[config.mk]
export PLATFORM = sky130hd
export DESIGN_NAME = bus_command_receiver_unit
export DESIGN_NICKNAME = d
export VERILOG_FILES = /design/src/sv/bcr_pkg.sv /design/src/sv/bcr_ctrl.sv /design/src/sv/bcr_datapath.sv /design/src/sv/bus_command_receiver_unit.sv
export SDC_FILE = /design/constraint.sdc
export NUM_CORES = 1
export LEC_CHECK = 0
export ABC_AREA = 1
export CORE_UTILIZATION = 55
export DETAILED_ROUTE_END_ITERATION = 6
export DONT_BUFFER_PORTS = 1
export GPL_TIMING_DRIVEN = 1
export PLACE_DENSITY = 0.7
export REMOVE_ABC_BUFFERS = 1
export SLEW_MARGIN = 10
export SYNTH_ARGS = -nofsm -noshare
export SYNTH_HDL_FRONTEND = slang
export SYNTH_SLANG_ARGS = --single-unit
[constraint.sdc]
create_clock -name i_clk -period 4.3 [get_ports i_clk]
set_input_delay 0.43 -clock i_clk [delete_from_list [all_inputs] [get_ports i_clk]]
set_output_delay 0.43 -clock i_clk [all_outputs]
set_load 0.02 [all_outputs]
[src/sv/bcr_pkg.sv]
// bcr_pkg: types, codes and constants of the bus command receiver
// shared by bcr_ctrl, bcr_datapath and bus_command_receiver_unit; no dependencies
`default_nettype none

package bcr_pkg;

    localparam int NUM_FUNCTIONS = 7;
    localparam int NUM_CHANNELS  = 16;
    localparam int CNT_W         = (NUM_FUNCTIONS > 1) ? $clog2(NUM_FUNCTIONS) : 1;

    localparam logic [7:0] CMD_ACK    = 8'h00;
    localparam logic [7:0] CMD_PING   = 8'h01;
    localparam logic [7:0] CMD_CFG_A  = 8'hFE;
    localparam logic [7:0] CMD_CFG_B  = 8'hFC;
    localparam logic [7:0] CMD_BOOT   = 8'hFF;
    localparam logic [7:0] BCAST_MASK = 8'hE0;
    localparam logic [7:0] CHR_B      = 8'h42;
    localparam logic [7:0] CHR_L      = 8'h4C;
    localparam logic [3:0] FN_LED_ON  = 4'd2;
    localparam logic [3:0] FN_LED_OFF = 4'd3;

    typedef enum logic [2:0] {
        ACT_START   = 3'd0,
        ACT_BYTE    = 3'd1,
        ACT_END     = 3'd2,
        ACT_SENT    = 3'd3,
        ACT_TIMEOUT = 3'd4
    } t_action;

    typedef enum logic [1:0] {
        LS_IDLE = 2'd0,
        LS_ACK  = 2'd1,
        LS_CFG  = 2'd2
    } t_link;

    typedef enum logic [1:0] {
        MSG_NONE  = 2'd0,
        MSG_PING  = 2'd1,
        MSG_STATE = 2'd2
    } t_msg;

    typedef struct packed {
        logic [2:0] action;
        logic [7:0] packet_address;
        logic       packet_toggle;
        logic [7:0] packet_length;
        logic [7:0] byte_position;
        logic [7:0] payload_byte;
        logic       crc_ok;
        logic       repeated;
    } t_in_item;

    typedef struct packed {
        logic        reboot;
        logic [1:0]  message_kind;
        logic        message_toggle;
        logic        ack_done;
        logic        nack;
        logic        cancel_timer;
        logic        config_entry;
        logic [3:0]  function_index;
        logic [15:0] channel_mask;
        logic [15:0] led_mask;
        logic        send_toggle;
        logic        last;
    } t_out_item;

    typedef struct packed {
        logic take;
        logic step;
    } t_ctl_cmd;

    typedef struct packed {
        logic yields;
        logic last;
    } t_dp_status;

    function automatic logic is_cfg_cmd(input logic [7:0] c);
        return (c == CMD_CFG_A) || (c == CMD_CFG_B);
    endfunction

endpackage

`default_nettype wire

[src/sv/bcr_ctrl.sv]
// bcr_ctrl: handshake controller, accepts items and sequences the result transfers
// depends on bcr_pkg
`default_nettype none

module bcr_ctrl
    import bcr_pkg::*;
(
    input  wire         i_clk,
    input  wire         i_rst_n,
    input  wire         i_in_valid,
    output logic        o_in_stall,
    output logic        o_out_valid,
    input  wire         i_out_stall,
    input  t_dp_status  i_status,
    output t_ctl_cmd    o_cmd
);

    typedef enum logic [1:0] {
        S_IDLE = 2'b01,
        S_EMIT = 2'b10
    } t_state;

    t_state r_state;
    t_state n_state;

    always_comb begin
        n_state    = r_state;
        o_cmd.take = 1'b0;
        o_cmd.step = 1'b0;
        unique case (r_state)
            S_IDLE: begin
                if (i_in_valid) begin
                    o_cmd.take = 1'b1;
                    if (i_status.yields) begin
                        n_state = S_EMIT;
                    end
                end
            end
            S_EMIT: begin
                if (!i_out_stall) begin
                    o_cmd.step = !i_status.last;
                    if (i_status.last) begin
                        n_state = S_IDLE;
                    end
                end
            end
            default: n_state = S_IDLE;
        endcase
    end

    always_ff @(posedge i_clk) begin
        if (!i_rst_n) begin
            r_state <= S_IDLE;
        end else begin
            r_state <= n_state;
        end
    end

    assign o_in_stall  = (r_state != S_IDLE);
    assign o_out_valid = (r_state == S_EMIT);

endmodule

`default_nettype wire

[src/sv/bcr_datapath.sv]
// bcr_datapath: receive state, packet decode, staged enable table and result fields
// depends on bcr_pkg; driven by bcr_ctrl commands
`default_nettype none

module bcr_datapath
    import bcr_pkg::*;
(
    input  wire         i_clk,
    input  wire         i_rst_n,
    input  wire         i_cfg_we,
    input  wire  [7:0]  i_cfg_data,
    input  t_in_item    i_item,
    input  t_ctl_cmd    i_cmd,
    output t_dp_status  o_status,
    output t_out_item   o_out_item
);

    logic [7:0]              r_module_address;
    logic                    r_listening, n_listening;
    logic [7:0]              r_rx_address, n_rx_address;
    logic                    r_rx_toggle, n_rx_toggle;
    logic [7:0]              r_command_byte, n_command_byte;
    logic                    r_boot_cand, n_boot_cand;
    logic [7:0]              r_rx_length, n_rx_length;
    logic [NUM_CHANNELS-1:0] r_pend [NUM_FUNCTIONS];
    logic [NUM_CHANNELS-1:0] n_pend [NUM_FUNCTIONS];
    t_link                   r_link, n_link;
    logic                    r_tx_toggle, n_tx_toggle;
    logic [NUM_CHANNELS-1:0] r_leds, n_leds;
    logic [CNT_W-1:0]        r_cnt, n_cnt;

    // result descriptor of the item under transfer
    logic                    r_reboot, n_reboot;
    t_msg                    r_kind, n_kind;
    logic                    r_ack, n_ack;
    logic                    r_nack, n_nack;
    logic                    r_cancel, n_cancel;
    logic                    r_apply, n_apply;
    logic                    r_msg_tog, n_msg_tog;

    logic                    yields;
    logic                    boot;
    logic [3:0]              fn_sel;
    logic [3:0]              st_fn;
    logic [3:0]              st_ch;
    logic [7:0]              hdr_len;
    logic                    bcast;

    assign bcast   = (r_rx_address & BCAST_MASK) == BCAST_MASK;
    assign hdr_len = (r_command_byte == CMD_CFG_B) ? 8'd4 : 8'd3;
    assign st_fn   = i_item.payload_byte[3:0];
    assign st_ch   = i_item.payload_byte[7:4];

    always_comb begin
        n_listening    = r_listening;
        n_rx_address   = r_rx_address;
        n_rx_toggle    = r_rx_toggle;
        n_command_byte = r_command_byte;
        n_boot_cand    = r_boot_cand;
        n_rx_length    = r_rx_length;
        n_pend         = r_pend;
        n_link         = r_link;
        n_tx_toggle    = r_tx_toggle;
        n_leds         = r_leds;
        n_reboot       = 1'b0;
        n_kind         = MSG_NONE;
        n_ack          = 1'b0;
        n_nack         = 1'b0;
        n_cancel       = 1'b0;
        n_apply        = 1'b0;
        boot           = 1'b0;
        fn_sel         = 4'd0;
        yields         = 1'b0;
        case (i_item.action)
            ACT_START: begin
                n_rx_address = i_item.packet_address;
                n_rx_toggle  = i_item.packet_toggle;
                n_listening  = (i_item.packet_address == r_module_address)
                            || ((i_item.packet_address & BCAST_MASK) == BCAST_MASK);
                n_boot_cand  = (i_item.packet_length == 8'd3);
                n_rx_length  = i_item.packet_length;
            end
            ACT_BYTE: begin
                if (r_listening) begin
                    if (i_item.byte_position == 8'd0) begin
                        n_command_byte = i_item.payload_byte;
                        if (i_item.payload_byte != CMD_PING) begin
                            n_boot_cand = 1'b0;
                        end
                        if (is_cfg_cmd(i_item.payload_byte)) begin
                            for (int j = 0; j < NUM_FUNCTIONS; j++) begin
                                n_pend[j] = '0;
                            end
                        end
                    end else begin
                        if ((i_item.byte_position == 8'd1 && i_item.payload_byte != CHR_B)
                         || (i_item.byte_position == 8'd2 && i_item.payload_byte != CHR_L)) begin
                            n_boot_cand = 1'b0;
                        end
                        if (is_cfg_cmd(r_command_byte) && (i_item.byte_position > hdr_len)
                         && ({1'b0, st_ch} < 5'(NUM_CHANNELS))) begin
                            for (int j = 0; j < NUM_FUNCTIONS; j++) begin
                                if (st_fn == 4'(j)) begin
                                    n_pend[j] = r_pend[j]
                                              | (NUM_CHANNELS'(1) << st_ch);
                                end
                            end
                        end
                    end
                end
            end
            ACT_SENT: begin
                yields = 1'b1;
                n_link = LS_ACK;
            end
            ACT_TIMEOUT: begin
                yields = 1'b1;
                n_nack = (r_link == LS_ACK);
            end
            ACT_END: begin
                yields = 1'b1;
                if (r_listening && i_item.crc_ok) begin
                    if (bcast) begin
                        boot = (r_command_byte == CMD_BOOT);
                    end else if (r_boot_cand) begin
                        boot = 1'b1;
                    end else if (r_command_byte == CMD_ACK) begin
                        if (r_link == LS_ACK) begin
                            n_link      = LS_IDLE;
                            n_tx_toggle = !r_tx_toggle;
                            n_cancel    = 1'b1;
                            n_ack       = 1'b1;
                        end
                    end else if (r_command_byte == CMD_PING) begin
                        n_kind = MSG_PING;
                    end else if (is_cfg_cmd(r_command_byte)) begin
                        n_apply = 1'b1;
                        if (r_link == LS_CFG) begin
                            n_link   = LS_IDLE;
                            n_cancel = 1'b1;
                        end
                    end else if (r_command_byte == CMD_BOOT) begin
                        boot = (r_rx_length == 8'd1);
                    end else begin
                        fn_sel = r_command_byte[3:0];
                        if (i_item.repeated) begin
                            fn_sel = 4'd0;
                            n_kind = MSG_STATE;
                        end
                        if (fn_sel == FN_LED_ON) begin
                            n_leds = ({1'b0, r_command_byte[7:4]} < 5'(NUM_CHANNELS))
                                   ? (NUM_CHANNELS'(1) << r_command_byte[7:4]) : '0;
                            n_kind = MSG_STATE;
                        end else if (fn_sel == FN_LED_OFF) begin
                            n_leds = '0;
                            n_kind = MSG_STATE;
                        end
                    end
                    if (boot) begin
                        n_reboot    = 1'b1;
                        n_kind      = MSG_NONE;
                        n_ack       = 1'b0;
                        n_cancel    = 1'b0;
                        n_apply     = 1'b0;
                        n_link      = r_link;
                        n_tx_toggle = r_tx_toggle;
                        n_leds      = r_leds;
                    end else if (n_link == LS_ACK) begin
                        n_link   = LS_IDLE;
                        n_nack   = 1'b1;
                        n_cancel = 1'b1;
                    end
                end
            end
            default: ;
        endcase
        n_msg_tog = (n_kind != MSG_NONE) ? r_rx_toggle : 1'b0;
    end

    always_comb begin
        n_cnt = r_cnt;
        if (i_cmd.take) begin
            n_cnt = '0;
        end else if (i_cmd.step) begin
            n_cnt = r_cnt + CNT_W'(1);
        end
    end

    always_ff @(posedge i_clk) begin
        if (!i_rst_n) begin
            r_module_address <= '0;
            r_listening      <= 1'b0;
            r_rx_address     <= '0;
            r_rx_toggle      <= 1'b0;
            r_command_byte   <= '0;
            r_boot_cand      <= 1'b0;
            r_rx_length      <= '0;
            for (int j = 0; j < NUM_FUNCTIONS; j++) begin
                r_pend[j] <= '0;
            end
            r_link           <= LS_CFG;
            r_tx_toggle      <= 1'b0;
            r_leds           <= '0;
            r_cnt            <= '0;
        end else begin
            if (i_cfg_we) begin
                r_module_address <= i_cfg_data;
            end
            if (i_cmd.take) begin
                r_listening    <= n_listening;
                r_rx_address   <= n_rx_address;
                r_rx_toggle    <= n_rx_toggle;
                r_command_byte <= n_command_byte;
                r_boot_cand    <= n_boot_cand;
                r_rx_length    <= n_rx_length;
                r_pend         <= n_pend;
                r_link         <= n_link;
                r_tx_toggle    <= n_tx_toggle;
                r_leds         <= n_leds;
            end
            r_cnt <= n_cnt;
        end
    end

    always_ff @(posedge i_clk) begin
        if (i_cmd.take) begin
            r_reboot  <= n_reboot;
            r_kind    <= n_kind;
            r_msg_tog <= n_msg_tog;
            r_ack     <= n_ack;
            r_nack    <= n_nack;
            r_cancel  <= n_cancel;
            r_apply   <= n_apply;
        end
    end

    logic out_last;
    assign out_last = !r_apply || (r_cnt == CNT_W'(NUM_FUNCTIONS - 1));

    assign o_status.yields = yields;
    assign o_status.last   = out_last;

    always_comb begin
        o_out_item                = '0;
        o_out_item.reboot         = r_reboot;
        o_out_item.led_mask       = 16'(r_leds);
        o_out_item.send_toggle    = r_tx_toggle;
        o_out_item.last           = out_last;
        if (r_apply) begin
            o_out_item.config_entry   = 1'b1;
            o_out_item.function_index = 4'(r_cnt);
            o_out_item.channel_mask   = 16'(r_pend[r_cnt]);
        end
        if (out_last) begin
            o_out_item.message_kind   = r_kind;
            o_out_item.message_toggle = r_msg_tog;
            o_out_item.ack_done       = r_ack;
            o_out_item.nack           = r_nack;
            o_out_item.cancel_timer   = r_cancel;
        end
    end

endmodule

`default_nettype wire

[src/sv/bus_command_receiver_unit.sv]
// bus_command_receiver_unit: top level of the bus command receiver
// depends on bcr_pkg, bcr_ctrl and bcr_datapath
//
//   channel   signals                         direction
//   in        i_in_valid o_in_stall i_in_data  item in (t_in_item)
//   out       o_out_valid i_out_stall o_out_data  result out (t_out_item)
//   cfg       i_cfg_we i_cfg_data              module address write
//
// packet start, payload byte and unknown items give no result and are taken back to back
// packet end, event sent and timeout give one or more result transfers before the next item is taken
// a config apply gives NUM_FUNCTIONS transfers, read from the staged table by a counter
// the input stalls while results are pending; reset is synchronous and needs no clearing pass
`default_nettype none

module bus_command_receiver_unit
    import bcr_pkg::*;
(
    input  wire        i_clk,
    input  wire        i_rst_n,
    input  wire        i_cfg_we,
    input  wire  [7:0] i_cfg_data,
    input  wire        i_in_valid,
    output logic       o_in_stall,
    input  t_in_item   i_in_data,
    output logic       o_out_valid,
    input  wire        i_out_stall,
    output t_out_item  o_out_data
);

    t_ctl_cmd   cmd;
    t_dp_status status;

    bcr_ctrl u_ctrl (
        .i_clk       (i_clk),
        .i_rst_n     (i_rst_n),
        .i_in_valid  (i_in_valid),
        .o_in_stall  (o_in_stall),
        .o_out_valid (o_out_valid),
        .i_out_stall (i_out_stall),
        .i_status    (status),
        .o_cmd       (cmd)
    );

    bcr_datapath u_dp (
        .i_clk      (i_clk),
        .i_rst_n    (i_rst_n),
        .i_cfg_we   (i_cfg_we),
        .i_cfg_data (i_cfg_data),
        .i_item     (i_in_data),
        .i_cmd      (cmd),
        .o_status   (status),
        .o_out_item (o_out_data)
    );

    a_no_accept_while_emit: assert property (@(posedge i_clk) disable iff (!i_rst_n)
        o_out_valid |-> o_in_stall)
        else $error("input accepted while results pending");

    a_last_ends_burst: assert property (@(posedge i_clk) disable iff (!i_rst_n)
        (o_out_valid && !i_out_stall && o_out_data.last) |=> !o_out_valid)
        else $error("results continue after last transfer");

    a_multi_is_config: assert property (@(posedge i_clk) disable iff (!i_rst_n)
        (o_out_valid && !o_out_data.last) |-> o_out_data.config_entry)
        else $error("non-final result without table entry");

    a_reboot_alone: assert property (@(posedge i_clk) disable iff (!i_rst_n)
        (o_out_valid && o_out_data.reboot) |->
            (o_out_data.last && !o_out_data.config_entry && !o_out_data.nack))
        else $error("reboot result carries other flags");

    a_entry_range: assert property (@(posedge i_clk) disable iff (!i_rst_n)
        (o_out_valid && o_out_data.config_entry) |->
            ({1'b0, o_out_data.function_index} < 5'(NUM_FUNCTIONS)))
        else $error("table entry index out of range");

endmodule

`default_nettype wire

==> impl_metrics.env <==
export IMPL_status="finished clean"
export IMPL_postCtsHoldBufs=0
export IMPL_reg2reg_slack_ns=1.10
export IMPL_grt_use_met2_pct=45.1
export IMPL_cts_resized=0
export IMPL_final_antenna_net_count=0
export IMPL_gr_total_overflow=0
export IMPL_seq_area_um2=3560
export IMPL_synth_area_top_cells="dfxtp_1, a21oi_1, nand4_1, inv_1, nor2_1"
export IMPL_finalCritPeriodShare_pct=74.6
export IMPL_endpoint_kind="output pin"
export IMPL_rsz0062_at_grt="false"
export IMPL_grtUsageMet3_pct=5.40
export IMPL_hold_slack_ns=0.118
export IMPL_drc_errors=0
export IMPL_cts_clk_slew_worst_paths_ns=0.07
export IMPL_cts_buffers=17
export IMPL_drt_iter0_drc=860
export IMPL_syn_inst=1210
export IMPL_layout_min_cycle_time_ns=3.21
export IMPL_nets=1230
export IMPL_grt_max_degree=113
export IMPL_p_leak_nw=3.26
export IMPL_timing_fmax_ghz=0.312
export IMPL_root_buffer="clkbuf_16"
export IMPL_cts_setup_buffers=0
export IMPL_setup_viol=0
export IMPL_fillerInstances=1449
export IMPL_totalWireLength_mm=22.1
export IMPL_start_util_pct=56.4
export IMPL_final_common_cell="a21oi_1"
export IMPL_worst_slew_pin_slew_ns=1.19
export IMPL_synth_top_area_share_pct=38.7
export IMPL_reg2regPathDepth=15
export IMPL_skew_ns=0.00909
export IMPL_rows=45
export IMPL_final_cell_mix="a21oi_1, inv_1, dfxtp_1, nor2_1, nand2_1"
export IMPL_drive_above_1_share_pct=6.74
export IMPL_ys_ff_latch=174
export IMPL_min_path_cells=1
export IMPL_r2r_end="u_dp.r_pend[24]$_SDFFE_PN0P_"
export IMPL_maxSlewHeadroom_pct=20.5
export IMPL_syn_avg_cell_area_um2=7.09
export IMPL_slew_violations=0
export IMPL_clkSinkCount=174
export IMPL_globalplace_congestion=0.827
export IMPL_synth_area_um2=8580
export IMPL_dr_pass1_iters=5
export IMPL_seq_area_frac_synth_pct=41.5
export IMPL_h_tree_depth=4
export IMPL_clk_latency_ns=0.43
export IMPL_antenna_found_initial=0
export IMPL_cp_start_kind="flip-flop"
export IMPL_path_class="flip-flop to output pin"
export IMPL_io_pins=99
export IMPL_via_count=7987
export IMPL_dp_hpwl_mm=13.3
export IMPL_final_hold_violation_count=0
export IMPL_die_area_um2=16100
export IMPL_cts_tree="done"
export IMPL_multi_input_area_um2=3930
export IMPL_ys_types=36
export IMPL_yosysTopAreaCell="dfxtp_1"
export IMPL_rr_startpoint="u_dp.r_command_byte[7]$_SDFFE_PN0P_"
export IMPL_cap_violations=0
export IMPL_area_delta_synth_final_pct=7.48
export IMPL_yosys_warnings=0
export IMPL_die_x_um=127
export IMPL_grt_usage_pct=28.3
export IMPL_power_density_nw_per_um2=372
export IMPL_vias_per_cell=5.81
export IMPL_portBuffers=0
export IMPL_avgRoutedWirePerCell_um=16.1
export IMPL_core_area_um2=15200
export IMPL_crit_path_max_fanout=31
export IMPL_hold_end="u_dp.r_link[1]$_SDFFE_PN1P_"
export IMPL_diodes=0
export IMPL_hp_class="input port to flip-flop"
export IMPL_dpl_worst_slack_ns=1.20
export IMPL_required_ns=3.87
export IMPL_arrival_ns=2.78
export IMPL_grt_busiest_layer="met2"
export IMPL_ir_drop_mv=0.286
export IMPL_setup_slack_ns=1.09
export IMPL_grt_pass1_vias=7242
export IMPL_met1_usage_pct=38.2
export IMPL_die_y_um=127
export IMPL_grt_pass1_wl_mm=36.4
export IMPL_final_util_pct=60.7
export IMPL_clk_path_buf_depth=2
export IMPL_worst_hold_startpoint="i_rst_n"
-- kinds of logic after synthesis --
group                    count (synthesis)  share of synthesized area (%)
flip-flops                             174                           41.5
buffers and inverters                  258                           12.8
AND/OR/NAND/NOR                        480                           26.4
XOR/XNOR                                 8                          0.817
adder cells (fa/ha/maj)                  5                          0.729
other                                    1                         0.0437
AO/OA/AOI/OAI                          284                           17.6
-- cell type report --
type | instances | area share, %
Tap cell | 188 | 2.55
Multi-Input combinational cell | 778 | 42.6
Sequential cell | 174 | 38.7
Clock inverter | 9 | 1.41
Clock buffer | 23 | 5.40
Inverter | 176 | 7.16
Timing Repair Buffer | 27 | 2.20
-- worst max path at each step --
stage / from / end / slack [ns] / cells after the start
finish: u_dp.r_cnt[0]$_SDFFE_PP0P_ / o_out_data[33] / 1.09 / 6
global route: u_dp.r_command_byte[7]$_SDFFE_PN0P_ / u_dp.r_pend[5]$_SDFFE_PN0P_ / 0.75 / 15
CTS: u_dp.r_cnt[0]$_SDFFE_PP0P_ / o_out_data[33] / 1.13 / 6
detailed placement: u_dp.r_command_byte[7]$_SDFFE_PN0P_ / u_dp.r_pend[24]$_SDFFE_PN0P_ / 1.20 / 15
global placement: u_dp.r_command_byte[7]$_SDFFE_PN0P_ / u_dp.r_pend[26]$_SDFFE_PN0P_ / 1.31 / 15
floorplan: i_in_data[8] / u_dp.r_pend[0]$_SDFFE_PN0P_ / -1.09 / 7
-- synthesized netlist by cell type --
cell and count:
xor2_1 4, xnor2_1 4, nand2_1 130, a21boi_0 1, nor3_4 1, o21ai_2 6
a21oi_1 176, nand3b_1 2, inv_1 172, conb_1 1, inv_2 1, edfxtp_1 8
a22oi_1 17, nand2_2 1, buf_2 28, nor4_1 2, nor2_1 134, a211oi_1 2
nand4_1 118, clkbuf_1 27, nand3_2 2, nor3_1 13, clkinv_1 3, or2_2 1
buf_4 26, a31oi_1 2, buf_1 1, nor2_4 2, a21oi_2 1, o21ai_0 77
nand3_1 70, o31ai_2 1, dfxtp_1 166, o211ai_1 1, ha_1 5, nor2_2 4
-- stage by stage --
step | TNS [ns] | area, µm² | std cells | total power, mW
floorplan | -122.41 | 8140 | 1128 | 1.78
global placement | 0 | 8590 | 1343 | 1.82
detailed placement | 0 | 8590 | 1343 | 1.82
CTS | 0 | 9220 | 1375 | 3.45
global route | 0 | 9220 | 1375 | 3.53
finish | 0 | 9220 | 1375 | 3.43
-- power by group --
part | internal [mW] | switching, mW
registers | 1.64 | 0.00761
logic | 0.0321 | 0.105
clock network | 0.992 | 0.651
-- state kept, by name, indices dropped and copies added, names as in the netlist, 2 cells and up --
name	cells
u_dp.r_pend	112
u_dp.r_cnt	3
u_dp.r_link	2
u_dp.r_module_address	8
u_dp.r_rx_address	3
u_dp.r_rx_length	8
u_dp.r_kind	2
u_dp.r_command_byte	8
u_dp.r_leds	16
u_ctrl.r_state	2
-- layer usage --
metal	up-vias	routed length, µm
li1	3978	-
met1	3683	9960
met2	288	10100
met3	38	1570
met4	0	459
met5	-	0
-- critical path, stage by stage (launching register included) --
cell	delay (ns)
dfxtp_2	0.64
inv_1	0.44
buf_4	0.38
a21oi_1	0.21
a22oi_1	0.08
o21ai_0	0.36
buf_4	0.22
No activity file was read; power rests on OpenSTA's default activity.
